### src/scdp_pkg.sv
package scdp_pkg;

    localparam int MAX_CHARS = 5;
    localparam int CNT_W     = $clog2(MAX_CHARS + 1);
    localparam int DUTY_W    = 16;
    localparam int BYTE_W    = 8;

    localparam logic [DUTY_W-1:0] DUTY_MAX = '1;

    localparam logic [BYTE_W-1:0] CH_Z    = 8'h7a;
    localparam logic [BYTE_W-1:0] CH_Y    = 8'h79;
    localparam logic [BYTE_W-1:0] CH_E    = 8'h65;
    localparam logic [BYTE_W-1:0] CH_D    = 8'h64;
    localparam logic [BYTE_W-1:0] CH_I    = 8'h69;
    localparam logic [BYTE_W-1:0] CH_S    = 8'h73;
    localparam logic [BYTE_W-1:0] CH_CR   = 8'h0d;
    localparam logic [BYTE_W-1:0] CH_0    = 8'h30;
    localparam logic [BYTE_W-1:0] CH_9    = 8'h39;

    typedef enum logic [2:0] {
        MODE_IDLE = 3'b001,
        MODE_Z    = 3'b010,
        MODE_Y    = 3'b100
    } t_mode;

    typedef struct packed {
        logic              echo_valid;
        logic [BYTE_W-1:0] echo_byte;
        logic [DUTY_W-1:0] z_duty;
        logic [DUTY_W-1:0] y_duty;
        logic              enable_pin;
        logic              aux_pin;
        logic              busy_res;
    } t_result;

endpackage

### src/serial_command_duty_parser.sv
// serial command parser driving two duty values and two pin levels
//
// input channel: i_in_valid / i_rx_byte, with o_in_stall back to the sender;
// an item is taken on a rising edge with valid high and stall low
// output channel: o_out_valid plus the result fields, with i_out_stall from
// the receiver; every input item gives exactly one result item
// an item taken passes the input register, then the result register, which
// loads only while the output is not stalled
// throughput: one item per cycle unless the output stalls; a single input
// register and a single result register, decode and number update between
// reset (i_rst_n low, synchronous): idle, duties zero, pins low, busy low
// in the parser state, both channels empty; the result fields are not reset
// a stalled result holds; one more item is still taken into the input
// register, after which o_in_stall rises until the result is taken
// echo_byte is zero whenever echo_valid is low
module serial_command_duty_parser (
    input  logic                        i_clk,
    input  logic                        i_rst_n,
    input  logic                        i_in_valid,
    input  logic [scdp_pkg::BYTE_W-1:0] i_rx_byte,
    output logic                        o_in_stall,
    output logic                        o_out_valid,
    input  logic                        i_out_stall,
    output logic                        o_echo_valid,
    output logic [scdp_pkg::BYTE_W-1:0] o_echo_byte,
    output logic [scdp_pkg::DUTY_W-1:0] o_z_duty,
    output logic [scdp_pkg::DUTY_W-1:0] o_y_duty,
    output logic                        o_enable_pin,
    output logic                        o_aux_pin,
    output logic                        o_busy_res
);
    import scdp_pkg::*;

    logic              advance;
    logic              fire;
    logic              st_vld;
    logic [BYTE_W-1:0] st_byte;
    t_result           next_res;
    t_result           r_res;
    logic              r_out_vld;

    assign advance = !r_out_vld || !i_out_stall;
    assign fire    = st_vld && advance;

    scdp_in_stage u_in (
        .i_clk      (i_clk),
        .i_rst_n    (i_rst_n),
        .i_in_valid (i_in_valid),
        .i_rx_byte  (i_rx_byte),
        .o_in_stall (o_in_stall),
        .i_advance  (advance),
        .o_vld      (st_vld),
        .o_byte     (st_byte)
    );

    scdp_core u_core (
        .i_clk    (i_clk),
        .i_rst_n  (i_rst_n),
        .i_fire   (fire),
        .i_byte   (st_byte),
        .o_result (next_res)
    );

    always_ff @(posedge i_clk) begin
        if (!i_rst_n) begin
            r_out_vld <= 1'b0;
        end else if (advance) begin
            r_out_vld <= st_vld;
        end
    end

    always_ff @(posedge i_clk) begin
        if (fire) begin
            r_res <= next_res;
        end
    end

    assign o_out_valid  = r_out_vld;
    assign o_echo_valid = r_res.echo_valid;
    assign o_echo_byte  = r_res.echo_byte;
    assign o_z_duty     = r_res.z_duty;
    assign o_y_duty     = r_res.y_duty;
    assign o_enable_pin = r_res.enable_pin;
    assign o_aux_pin    = r_res.aux_pin;
    assign o_busy_res   = r_res.busy_res;

endmodule

### src/scdp_in_stage.sv
module scdp_in_stage (
    input  logic                        i_clk,
    input  logic                        i_rst_n,
    input  logic                        i_in_valid,
    input  logic [scdp_pkg::BYTE_W-1:0] i_rx_byte,
    output logic                        o_in_stall,
    input  logic                        i_advance,
    output logic                        o_vld,
    output logic [scdp_pkg::BYTE_W-1:0] o_byte
);
    import scdp_pkg::*;

    logic              r_vld;
    logic [BYTE_W-1:0] r_byte;
    logic              n_vld;
    logic              load;

    assign o_in_stall = r_vld && !i_advance;
    assign load       = i_in_valid && !o_in_stall;

    always_comb begin
        n_vld = r_vld;
        if (load) begin
            n_vld = 1'b1;
        end else if (i_advance) begin
            n_vld = 1'b0;
        end
    end

    always_ff @(posedge i_clk) begin
        if (!i_rst_n) begin
            r_vld <= 1'b0;
        end else begin
            r_vld <= n_vld;
        end
    end

    always_ff @(posedge i_clk) begin
        if (load) begin
            r_byte <= i_rx_byte;
        end
    end

    assign o_vld  = r_vld;
    assign o_byte = r_byte;

endmodule

### src/scdp_core.sv
module scdp_core (
    input  logic                        i_clk,
    input  logic                        i_rst_n,
    input  logic                        i_fire,
    input  logic [scdp_pkg::BYTE_W-1:0] i_byte,
    output scdp_pkg::t_result           o_result
);
    import scdp_pkg::*;

    t_mode             r_mode,   n_mode;
    logic [CNT_W-1:0]  r_count,  n_count;
    logic [DUTY_W-1:0] r_acc,    n_acc;
    logic              r_seen,   n_seen;
    logic              r_stop,   n_stop;
    logic [DUTY_W-1:0] r_z,      n_z;
    logic [DUTY_W-1:0] r_y,      n_y;
    logic              r_en,     n_en;
    logic              r_aux,    n_aux;
    logic              r_busy,   n_busy;
    logic              echo;
    logic              collecting;
    logic              is_digit;
    logic [3:0]        digit;
    logic [DUTY_W+3:0] acc_x10;

    assign collecting = (r_mode == MODE_Z) || (r_mode == MODE_Y);
    assign is_digit   = (i_byte >= CH_0) && (i_byte <= CH_9);
    assign digit      = 4'(i_byte - CH_0);
    // times ten plus the digit, as two shifts and two adds
    assign acc_x10    = ({4'b0, r_acc} << 3) + ({4'b0, r_acc} << 1) + {16'b0, digit};

    always_comb begin
        n_mode  = r_mode;
        n_count = r_count;
        n_acc   = r_acc;
        n_seen  = r_seen;
        n_stop  = r_stop;
        n_z     = r_z;
        n_y     = r_y;
        n_en    = r_en;
        n_aux   = r_aux;
        n_busy  = r_busy;
        echo    = 1'b0;
        if (collecting) begin
            if (i_byte == CH_CR) begin
                if (r_seen) begin
                    if (r_mode == MODE_Z) begin
                        n_z = r_acc;
                    end else begin
                        n_y = r_acc;
                    end
                end
                n_busy  = 1'b0;
                n_mode  = MODE_IDLE;
                n_count = '0;
                n_acc   = '0;
                n_seen  = 1'b0;
                n_stop  = 1'b0;
            end else begin
                echo = 1'b1;
                // bytes past the buffer length are echoed only
                if (r_count < CNT_W'(MAX_CHARS)) begin
                    n_count = r_count + 1'b1;
                    if (!r_stop) begin
                        if (is_digit) begin
                            n_acc  = (acc_x10 > {4'b0, DUTY_MAX}) ? DUTY_MAX
                                                                  : acc_x10[DUTY_W-1:0];
                            n_seen = 1'b1;
                        end else begin
                            n_stop = 1'b1;
                        end
                    end
                end
            end
        end else begin
            n_mode  = MODE_IDLE;
            n_count = '0;
            n_acc   = '0;
            n_seen  = 1'b0;
            n_stop  = 1'b0;
            echo    = 1'b1;
            case (i_byte)
                CH_Z:    n_mode = MODE_Z;
                CH_Y:    n_mode = MODE_Y;
                CH_E:    n_en   = 1'b0;
                CH_D:    n_en   = 1'b1;
                CH_I:    n_aux  = 1'b1;
                CH_S:    n_aux  = 1'b0;
                default: echo   = 1'b0;
            endcase
            if (echo) begin
                n_busy = 1'b1;
            end
        end
    end

    always_ff @(posedge i_clk) begin
        if (!i_rst_n) begin
            r_mode  <= MODE_IDLE;
            r_count <= '0;
            r_acc   <= '0;
            r_seen  <= 1'b0;
            r_stop  <= 1'b0;
            r_z     <= '0;
            r_y     <= '0;
            r_en    <= 1'b0;
            r_aux   <= 1'b0;
            r_busy  <= 1'b0;
        end else if (i_fire) begin
            r_mode  <= n_mode;
            r_count <= n_count;
            r_acc   <= n_acc;
            r_seen  <= n_seen;
            r_stop  <= n_stop;
            r_z     <= n_z;
            r_y     <= n_y;
            r_en    <= n_en;
            r_aux   <= n_aux;
            r_busy  <= n_busy;
        end
    end

    always_comb begin
        o_result.echo_valid = echo;
        o_result.echo_byte  = echo ? i_byte : '0;
        o_result.z_duty     = n_z;
        o_result.y_duty     = n_y;
        o_result.enable_pin = n_en;
        o_result.aux_pin    = n_aux;
        o_result.busy_res   = n_busy;
    end

    a_collect_busy: assert property (@(posedge i_clk) disable iff (!i_rst_n)
        (r_mode != MODE_IDLE) |-> r_busy)
        else $error("collecting without busy");

    a_count_limit: assert property (@(posedge i_clk) disable iff (!i_rst_n)
        r_count <= CNT_W'(MAX_CHARS))
        else $error("kept byte count overrun");

    a_acc_seen: assert property (@(posedge i_clk) disable iff (!i_rst_n)
        ((r_acc != '0) || r_stop) |-> (r_count != '0))
        else $error("number state without kept bytes");

    a_start_z: assert property (@(posedge i_clk) disable iff (!i_rst_n)
        (i_fire && (r_mode == MODE_IDLE) && (i_byte == CH_Z))
            |=> (r_mode == MODE_Z) && r_busy && (r_count == '0))
        else $error("z command did not start a number");

endmodule
### config.mk
export PLATFORM = sky130hd
export DESIGN_NAME = serial_command_duty_parser
export DESIGN_NICKNAME = d
export VERILOG_FILES = /design/src/scdp_pkg.sv /design/src/serial_command_duty_parser.sv /design/src/scdp_in_stage.sv /design/src/scdp_core.sv
export SDC_FILE = /design/constraint.sdc
export NUM_CORES = 1
export LEC_CHECK = 0
export CAP_MARGIN = 5
export CORE_AREA = 3 3 98 100
export DETAILED_ROUTE_END_ITERATION = 10
export DIE_AREA = 0 0 101 103
export DONT_BUFFER_PORTS = 1
export HOLD_SLACK_MARGIN = 0.06
export PLACE_DENSITY = 0.83
export SYNTH_ARGS = -nofsm -noshare
export SYNTH_HDL_FRONTEND = slang
export SYNTH_SLANG_ARGS = --single-unit
export TNS_END_PERCENT = 30
### constraint.sdc
create_clock -name i_clk -period 3.9 [get_ports i_clk]
set_input_delay 0.195 -clock i_clk [delete_from_list [all_inputs] [get_ports i_clk]]
set_output_delay 0.195 -clock i_clk [all_outputs]
set_load 0.005 [all_outputs]
== After elaboration in Yosys (flattened, before gate mapping) ==
Cells that the tools add are included.

* $add $sub $neg: 4
* Magnitude comparators: 4
* Equal/unequal tests: 13
* Muxes and demuxes: 43
* Reduce and logical (&&, ||, !) cells: 15

{| class="wikitable"
|+ Operators by type and width
! kind !! count
|-
| 16-bit 2-to-1 mux || 14
|-
| 8-bit by 7-bit == test with 1-bit output (second input constant) || 6
|-
| 1-bit 2-to-1 mux || 21
|-
| 19-bit by 17-bit adder with 20-bit output || 1
|-
| 20-bit by 4-bit adder with 20-bit output || 1
|-
| 20-bit by 16-bit greater-than comparator with 1-bit output (second input constant) || 1
|-
| 3-bit 2-to-1 mux || 5
|-
| 3-bit != test (second input constant) || 3
|-
| 8-bit by 4-bit == test with 1-bit output (second input constant) || 1
|-
| 8-bit by 6-bit >= comparator with 1-bit output (second input constant) || 1
|-
| 8-bit by 6-bit <= comparator with 1-bit output (second input constant) || 1
|-
| 3-bit case mux with 2 select lines || 1
|-
| 6-bit OR reduction || 1
|-
| 1-bit logical AND || 4
|-
| 1-bit logical NOT || 4
|-
| 1-bit case mux with 2 select lines || 2
|-
| 2-bit AND reduction || 2
|-
| 4-bit AND reduction || 1
|-
| 4-bit by 1-bit subtractor with 4-bit output (second input constant) || 1
|-
| 3-bit by 1-bit adder with 3-bit output (second input constant) || 1
|-
| 3-bit by 2-bit == test with 1-bit output (second input constant) || 1
|-
| 3-bit == test (second input constant) || 1
|-
| 3-bit < comparator (second input constant) || 1
|-
| 1-bit logical OR || 2
|-
| 2 further kinds || 2
|}

* Bits in registers: 113
* Input bits: 12
* Output and inout port bits: 46
* Logic and storage cells: 99

== Logic depth before layout (Yosys ltp) ==
Gate-level depths: netlist of run 1.

* Depth after elaboration: 9
* Depth in mapped cells: 11
* Depth with buffers taken out: 10

== Hierarchy ==
Synthesis of run 1 repeated with hierarchy kept, for this count alone.

* Cells, all modules: 498
* Area, all modules: 5,526.6 µm²

{| class="wikitable"
|+ Modules (own cells, without submodules)
! module !! times used !! cells each !! area each (µm²) !! seq. area each (µm²)
|-
| scdp_core || 1 || 437 || 3,876.2 || 1,181.1
|-
| serial_command_duty_parser || 1 || 49 || 1,362.6 || 1,341.3
|-
| scdp_in_stage || 1 || 12 || 287.8 || 260.2
|}

== Worst setup path after synthesis of run 1 ==
OpenSTA, ideal clock, no wires.

* Path kind: register to register
* From: register u_in.r_byte[3] (netlist: u_in.o_byte[3])
* To: register u_core.r_acc[10]
* Setup time: 137 ps
* Data arrival time: 2,793 ps
* Data required time: 3,763 ps
* Setup slack: 969 ps
* Cell stages (with the launch flop): 11
* Buffers on the path: 1
* Period minus slack after synthesis: 2,931 ps
* Cells stage by stage: edfxtp_1 fa_1 fa_1 a211oi_1 o21ai_0 a21bo_2 a21oi_1 xor2_1 a21o_1 buf_2 o2111ai_1

* Longest elaborated chain between the ends: 9
* Elaborated cells on any way between the ends: 17
* Those cells by class: add/sub: 2; order compare: 3; eq/ne: 4; mux: 6; reduce/logical: 2

{| class="wikitable"
|+ Ends and longest elaborated chain
! element !! line !! RTL
|-
| start: declaration || scdp_in_stage.sv:14 || <nowiki>logic [BYTE_W-1:0] r_byte;</nowiki>
|-
| start signal: assignment || scdp_in_stage.sv:40 || <nowiki>r_byte <= i_rx_byte;</nowiki>
|-
| 4-bit by 1-bit subtractor with 4-bit output || scdp_core.sv:28 || <nowiki>assign digit = 4'(i_byte - CH_0);</nowiki>
|-
| 20-bit by 4-bit adder with 20-bit output || scdp_core.sv:30 || <nowiki>assign acc_x10 = ({4'b0, r_acc} << 3) + ({4'b0, r_acc} << 1) + {16'b0, digit};</nowiki>
|-
| 20-bit by 16-bit greater-than comparator with 1-bit output || scdp_core.sv:66 || <nowiki>n_acc = (acc_x10 > {4'b0, DUTY_MAX}) ? DUTY_MAX</nowiki>
|-
| 16-bit 2-to-1 mux || scdp_core.sv:66 ||
|-
| 16-bit 2-to-1 mux || scdp_core.sv:65 || <nowiki>if (is_digit) begin</nowiki>
|-
| 16-bit 2-to-1 mux || scdp_core.sv:64 || <nowiki>if (!r_stop) begin</nowiki>
|-
| 16-bit 2-to-1 mux || scdp_core.sv:62 || <nowiki>if (r_count < CNT_W'(MAX_CHARS)) begin</nowiki>
|-
| 16-bit 2-to-1 mux || scdp_core.sv:45 || <nowiki>if (i_byte == CH_CR) begin</nowiki>
|-
| 16-bit 2-to-1 mux || scdp_core.sv:44 || <nowiki>if (collecting) begin</nowiki>
|-
| end signal: assignment || scdp_core.sv:112 || <nowiki>r_acc <= n_acc;</nowiki>
|-
| end: declaration || scdp_core.sv:12 || <nowiki>logic [DUTY_W-1:0] r_acc, n_acc;</nowiki>
|}

Several ways; a longest one is shown, not always the timed one. The select of a mux whose other input is x is not followed.
A chain may end at the register's enable or synchronous reset.

== Final worst setup path of run 1 ==
* From: register u_in.r_byte[3] (netlist: u_in.o_byte[3])
* To: register u_core.r_acc[9]

Same word-level chain as after synthesis.

==> results.py, run 1 <==
metrics = {
    "finish": {
        "layout.nets": 579,
        "synthToLayoutAreaGrowth_pct": 12.71,
        "drive_gt1_frac": 0.1392,
        "stdcell_area_um2": 6367,
        "num-fill-cells": 565,
        "diodes": 0,
        "instances_no_fill": 654,
        "utilization": 0.7266,
    },
    "pwr": {
        "switchingPower_uw": 588.0,
        "clockPowerShare": 0.522,
        "p_int_mw": 2.257,
        "p_sw_frac": 0.2066,
        "p_per_area_nw_per_um2": 446.9,
        "pwr-share-comb": 0.025,
        "power_mw": 2.845,
        "power_frac_seq": 0.453,
        "peakVddDrop_mv": 0.3672,
        "p_leak_nw": 2.402,
    },
    "clock_tree": {
        "cts.clk_slew.worst_paths_ns": 0.06,
        "cts_resized": 0,
        "cts_tree": "built",
        "cts_setup_buffers": 0,
        "cts-htree-levels": 4,
        "hold_buffers": 14,
        "clock-sinks": 113,
        "clockBufferDepth": 2,
        "cts-root-buf": "clkbuf_8",
        "cts_inserted_buffers": 17,
        "clock_latency_ns": 0.51,
    },
    "placed_design": {
        "place.gp.congestion": 0.8803,
        "place_ws_ns": 0.3252,
        "dp_cells": 608,
        "dpl_cell_area_um2": 5642,
        "hpwlAfterDp_mm": 8.032,
        "port_buffers": 0,
    },
    "sta": {
        "rsz0062_at_grt": "false",
        "setup_viol": 0,
        "worst_hold_slack_ns": 0.1242,
        "hold_viol_final": 0,
        "slew_violations": 0,
        "period_share": 0.9257,
        "skew_ns": 0.009549,
        "fin_crit_ns": 3.610,
        "maxSlewHeadroom": 0.4616,
        "max_clock_freq_ghz": 0.2770,
        "setup_tns_ns": 0,
        "setup_ws_ns": 0.2896,
        "worstMarginPinSlew_ns": 0.8076,
    },
    "grt": {
        "antenna_found_initial": 0,
        "grt.total_usage": 0.2527,
        "grt_pass1_vias": 4017,
        "grt_overflow_total": 0,
        "grt_max_degree": 47,
        "grt_pass1_wl_mm": 20.18,
    },
    "synth": {
        "synth_top_family_by_area": "compound AO/OA/AOI/OAI gates",
        "synth_ff_type": "dfxtp_1",
        "synth.avg_cell_area_um2": 10.74,
        "synth_area_leaders": "edfxtp_1 (28%), dfxtp_1 (22%), ha_1 (7.1%), nand2_1 (6.8%), mux2_2 (6.4%)",
        "synthSimpleGateAreaFrac": 0.1466,
        "ys_seq_area_frac": 0.4926,
        "synth-xor-area-share": 0.02791,
        "synth_compound_area_frac": 0.1519,
        "muxShareOfSynthArea": 0.06910,
        "async_flop_share": 0,
        "synth_area_leader_cell": "edfxtp_1",
        "synth_cells": 526,
        "synth_top_area_frac": 0.2764,
        "synth_seq_cells": 113,
        "synthAdderAreaFrac": 0.07796,
        "yosysUniqueCellTypes": 59,
        "synth_edf_count": 52,
        "yosysWarnings": 0,
        "synthesis.nets": 572,
        "syn_area_um2": 5649,
    },
    "drt": {
        "drt-initial-drc-count": 272,
        "drt-vias-per-instance": 6.329,
        "wl_per_cell_um": 19.05,
        "drt_wl_total_mm": 12.46,
        "vias": 4139,
        "post-route-drc-count": 0,
        "first_pass_iters": 5,
        "ant_nets": 0,
    },
    "outcome": {
        "status": "finished clean",
    },
    "setup_path": {
        "critPathLaunchType": "register",
        "rr_startpoint": "u_in.o_byte[3]",
        "startpoint": "u_in.o_byte[3]",
        "end_kind": "register",
        "regToRegEndpoint": "u_core.r_acc[9]",
        "ff2ff_setup_slack_ns": 0.29,
        "cp_max_fo": 11,
        "cp_data_required_time_ns": 4.26,
        "r2r_cells": 9,
        "critical_path_arrival_ns": 3.97,
        "critical_path_class": "reg2reg",
    },
    "hold_path": {
        "hold_depth": 1,
        "worstHoldEndpoint": "u_in.o_byte[5]",
        "min-delay-start": "i_in_valid",
        "hold_path.class": "in2reg",
    },
    "die": {
        "die_w_um": 101,
        "io_pins": 58,
        "core_um2": 8763,
        "placementRows": 34,
        "fp.dieH_um": 103,
        "fp.dieArea_um2": 10400,
        "start_util": 0.6446,
    },
    "flow_run": {
        "maxCapViolations": 0,
    },
}
-- critical path, stage by stage (launching register included) --
cell,delay [ns]
edfxtp_1,0.53
fa_1,0.59
fa_1,0.50
a211oi_1,0.26
o21ai_0,0.21
a31oi_1,0.36
o311ai_0,0.23
mux2i_1,0.22
or2_1,0.36
o2111ai_1,0.18
-- cell usage in the layout (no fill, tap or decap), drive strengths merged, types with 4 or more instances in the layout --
master         n
nand2        103
dfxtp         61
edfxtp        52
a21boi        35
mux2          32
ha            32
clkbuf        23
a21oi         22
dlygate4sd3   13
o2111ai       12
xor2          11
and2          11
nor2b         10
o21ai         10
nor2          10
nand3          9
xnor2          7
inv            7
a21o           6
a211oi         6
a22oi          6
a31oi          5
clkinv         5
nor3           4
o21a           4
buf            4
-- metal layers --
metal  track usage  vias up  routed length [µm]
met5             0        -                   0
met4       0.08998        0                 292
met3       0.07442       25                 940
met2        0.4061      193                5914
met1        0.3274     1990                5311
li1              -     1931                   -
-- power by group through the flow --
stage	combinational [mW]	sequential, mW	clock, mW
6_report	0.0699	1.29	1.49
5_1_grt	0.0765	1.29	1.55
4_1_cts	0.0690	1.29	1.49
3_5_place_dp	0.0497	1.31	0
3_3_place_gp	0.0480	1.31	0
2_1_floorplan	0.0484	1.30	0
-- sequential cells by signal, indices dropped and copies added (netlist names), 3 cells and up --
name,count
u_core.r_acc,16
o_z_duty,16
u_core.r_z,16
u_core.r_y,16
u_core.r_mode,3
u_core.r_count,3
u_in.o_byte,8
o_y_duty,16
o_echo_byte,8
-- cell type report --
type,instances,area [µm²],share of cell area
flip-flops and latches,113,2783,0.4370
multi-input cells,377,2675,0.4201
clock buffers,23,467.9,0.07349
repair buffers,17,172.7,0.02712
well taps,108,135.1,0.02122
clock inverters,9,107.6,0.01690
inverters,7,26.28,0.004127
-- synthesized netlist by cell type (all sizes together), types with 2 or more instances --
cell / n
nand2: 103
a211oi: 6
nand4: 3
a22oi: 6
edfxtp: 52
o21ai: 10
o21a: 4
o2111ai: 12
o211ai: 3
mux2i: 3
ha: 32
dfxtp: 61
o311ai: 3
a21oi: 22
or3b: 3
xnor2: 7
fa: 2
clkbuf: 16
nor4: 2
nor3: 4
nand3: 9
a21o: 6
and2: 11
buf: 13
a31oi: 5
or2: 3
xor2: 11
and3: 3
a21boi: 35
nand2b: 3
nor2b: 10
inv: 6
mux2: 32
nor2: 10
-- worst max-delay path by stage --
stage                       end  cells after the start  slack (ns)
2_1_floorplan  u_core.r_acc[10]                     10        0.97
6_report        u_core.r_acc[9]                      9        0.29
4_1_cts        u_core.r_acc[11]                      9        0.29
5_1_grt        u_core.r_acc[11]                      9        0.02
3_5_place_dp   u_core.r_acc[11]                      9        0.33
3_3_place_gp    u_core.r_acc[4]                      9        0.55
-- cells by family after synthesis --
group	Yosys count
AOI/OAI and AO/OA	121
xor gates and xnor gates	18
adders and majority gates	34
buffers and inverters	36
DFF	113
muxes	35
and+or+nand+nor	169
No activity file was read; power rests on OpenSTA's default activity.
==> run 2: changes to the inputs <==
PLACE_DENSITY = 0.82   (was 0.83)
SYNTH_HIERARCHICAL = 1   (was not set)
==> run 2 against run 1 <==
Against the previous run:
- global-route usage is 1.0 points lower
- clock skew rose by 0.0023 ns
- flip-flop and latch count is the same
- worst hold slack gained 0.00066 ns
- cell area fell by 1.0%
- register-to-register slack better by 0.03 ns
- critical endpoint is now u_core/r_acc[14]
- largest power group unchanged
==> results.py, run 2 <==
metrics = {
    "outcome": {
        "status": "finished clean",
    },
    "setup_path": {
        "slowest_stage": "edfxtp_1",
        "cp_data_required_time_ns": 4.29,
        "slowest_delay_ns": 0.52,
        "path_delay_family": "compound AO/OA/AOI/OAI gates",
        "crit_top_cell": "ha_1",
        "critPathLaunchType": "register",
        "critical_path_arrival_ns": 3.96,
        "startpoint": "u_in/o_byte[2]",
        "worstPathBufferInverterCount": 0,
        "rr_startpoint": "u_in/o_byte[2]",
        "worstPathCellList": "ha_1 > ha_1 > fa_1 > a211oi_1 > o21ai_0 > a21oi_1 > o211ai_1 > xnor2_1 > a41oi_4 > a221o_1",
        "ff2ff_setup_slack_ns": 0.32,
        "critical_path_class": "reg2reg",
        "cp_max_fo": 16,
        "end_kind": "register",
    },
    "sta": {
        "worstMarginPinSlew_ns": 0.7401,
        "maxSlewHeadroom": 0.5066,
        "setup_viol": 0,
        "period_share": 0.9169,
        "setup_tns_ns": 0,
        "hold_viol_final": 0,
        "skew_ns": 0.01187,
        "fin_crit_ns": 3.576,
        "max_clock_freq_ghz": 0.2797,
        "slew_violations": 0,
        "rsz0062_at_grt": "false",
    },
    "synth": {
        "yosysWarnings": 6,
        "synth_edf_count": 52,
        "synth_cells": 498,
        "synth_area_leaders": "edfxtp_1 (28%), dfxtp_1 (22%), ha_1 (7.2%), mux2_2 (6.5%), nand2_1 (5.4%)",
        "synth_ff_type": "dfxtp_1",
        "yosys-top-cells-count": "nand2_1 (80), dfxtp_1 (61), edfxtp_1 (52)",
        "ys_seq_area_frac": 0.5035,
        "synth_area_leader_cell": "edfxtp_1",
        "yosysMostFrequentCell": "nand2_1",
        "synth.avg_cell_area_um2": 11.10,
        "yosysUniqueCellTypes": 53,
        "synth_seq_cells": 113,
        "async_flop_share": 0,
        "synth_top_area_frac": 0.2825,
        "synthesis.nets": 544,
        "syn_area_um2": 5527,
    },
    "drt": {
        "vias": 3900,
        "wl_per_cell_um": 18.85,
        "post-route-drc-count": 0,
        "first_pass_iters": 4,
        "ant_nets": 0,
        "wl_met2_mm": 5.898,
        "drt-vias-per-instance": 6.200,
        "top_layer_used": "met4",
        "route.met3.wl_um": 526,
        "drt-initial-drc-count": 217,
        "drt_wl_total_mm": 11.86,
        "wl_met1_mm": 5.181,
    },
    "clock_tree": {
        "cts_setup_buffers": 0,
        "cts_tree": "built",
        "cts-root-buf": "clkbuf_8",
        "clock_latency_ns": 0.51,
        "clock-sinks": 113,
        "cts_inserted_buffers": 17,
        "cts.clk_slew.worst_paths_ns": 0.06,
        "clockBufferDepth": 2,
        "cts-htree-levels": 4,
    },
    "die": {
        "fp.dieArea_um2": 10400,
        "start_util": 0.6306,
        "fp.dieH_um": 103,
        "io_pins": 58,
        "core_um2": 8763,
        "placementRows": 34,
        "die_w_um": 101,
    },
    "finish": {
        "final_common_cell": "nand2_1",
        "stdcell_area_um2": 6304,
        "final_cell_mix": "nand2_1 (80), dfxtp_1 (61), edfxtp_1 (52)",
        "synthToLayoutAreaGrowth_pct": 14.06,
        "drive_gt1_frac": 0.1478,
        "layout.nets": 554,
        "diodes": 0,
    },
    "placed_design": {
        "dpl_cell_area_um2": 5544,
        "place.gp.congestion": 0.9670,
        "port_buffers": 0,
        "hpwlAfterDp_mm": 7.319,
    },
    "grt": {
        "grt_max_degree": 49,
        "grt_overflow_total": 0,
        "antenna_found_initial": 0,
        "grt.total_usage": 0.2427,
        "grt_pass1_wl_mm": 19.69,
        "grt_pass1_vias": 3939,
    },
    "pwr": {
        "p_per_area_nw_per_um2": 453.3,
        "p_leak_nw": 2.420,
        "power_mw": 2.857,
        "peakVddDrop_mv": 0.2600,
    },
    "hold_path": {
        "min-delay-start": "i_in_valid",
        "hold_path.class": "in2reg",
    },
    "flow_run": {
        "maxCapViolations": 0,
    },
}
==> run 2: cell types whose count changed after synthesis, sizes merged, moves of 5 or more <==
cell / before / now
nand2: 103 / 80
a221o: 1 / 16
o2111ai: 12 / 2
a22oi: 6 / 0
o21ai: 10 / 16
xor2: 11 / 6
==> run 2: cells by family (layout without fill, tap and decap cells) <==
group,after synthesis,after routing,share of synthesized area
adder cells (fa/ha/maj),34,34,0.07969
buffers and inverters,33,56,0.03101
XOR/XNOR,16,16,0.02536
AO/OA/AOI/OAI,123,123,0.1589
flip-flops,113,113,0.5035
AND/OR/NAND/NOR,144,144,0.1309
multiplexers,35,35,0.07064
==> run 2: path summary, 6_finish.rpt <==
| check | end | cells after the start |
|---|---|---|
| min | u_in/o_byte[3] | 1 |
| min reg2reg | u_core/r_y[13] | 2 |
| max reg2reg | u_core/r_acc[14] | 10 |
| max | u_core/r_acc[14] | 10 |
==> run 2: layer usage <==
metal / global-route usage / vias up
met1: 0.2967 / 1902
li1: - / 1858
met4: 0.1012 / 0
met3: 0.06292 / 18
met5: 0 / -
met2: 0.4096 / 122
==> run 2: stage by stage <==
| stage | utilization | hold slack [ns] | setup WS (ns) | instances |
|---|---|---|---|---|
| CTS | 0.7180 | 0.1056 | 0.2796 | 629 |
| global route | 0.7193 | 0.1328 | 0.1088 | 629 |
| global placement | 0.6326 | 0.2838 | 0.4301 | 582 |
| finish | 0.7193 | 0.1248 | 0.3243 | 629 |
| floorplan | - | 0.2939 | 0.7560 | 498 |
| detailed placement | 0.6326 | 0.2939 | 0.2822 | 582 |
==> run 2: cell type report <==
cell class | instances | area (µm²)
timing repair buffer | 20 | 197.7
fill | 577 | 2460
multi-input combinational | 352 | 2585
sequential | 113 | 2783
inverter | 4 | 15.01
tap | 108 | 135.1
clock buffer | 20 | 456.7
clock inverter | 12 | 131.4
==> run 2: repair_timing <==
item / in CTS / in global routing
hold buffers: 15 / 0
hold endpoints to repair: 52 / 0
gates resized for setup: 0 / 1
endpoints found under the setup margin: 0 / 16
==> run 2: where the power goes <==
part           switching, mW  internal [mW]  leakage [nW]  total (mW)
registers             0.0221           1.27         0.960        1.29
clock network          0.531          0.962         0.278        1.49
logic                 0.0421         0.0286          1.18      0.0708
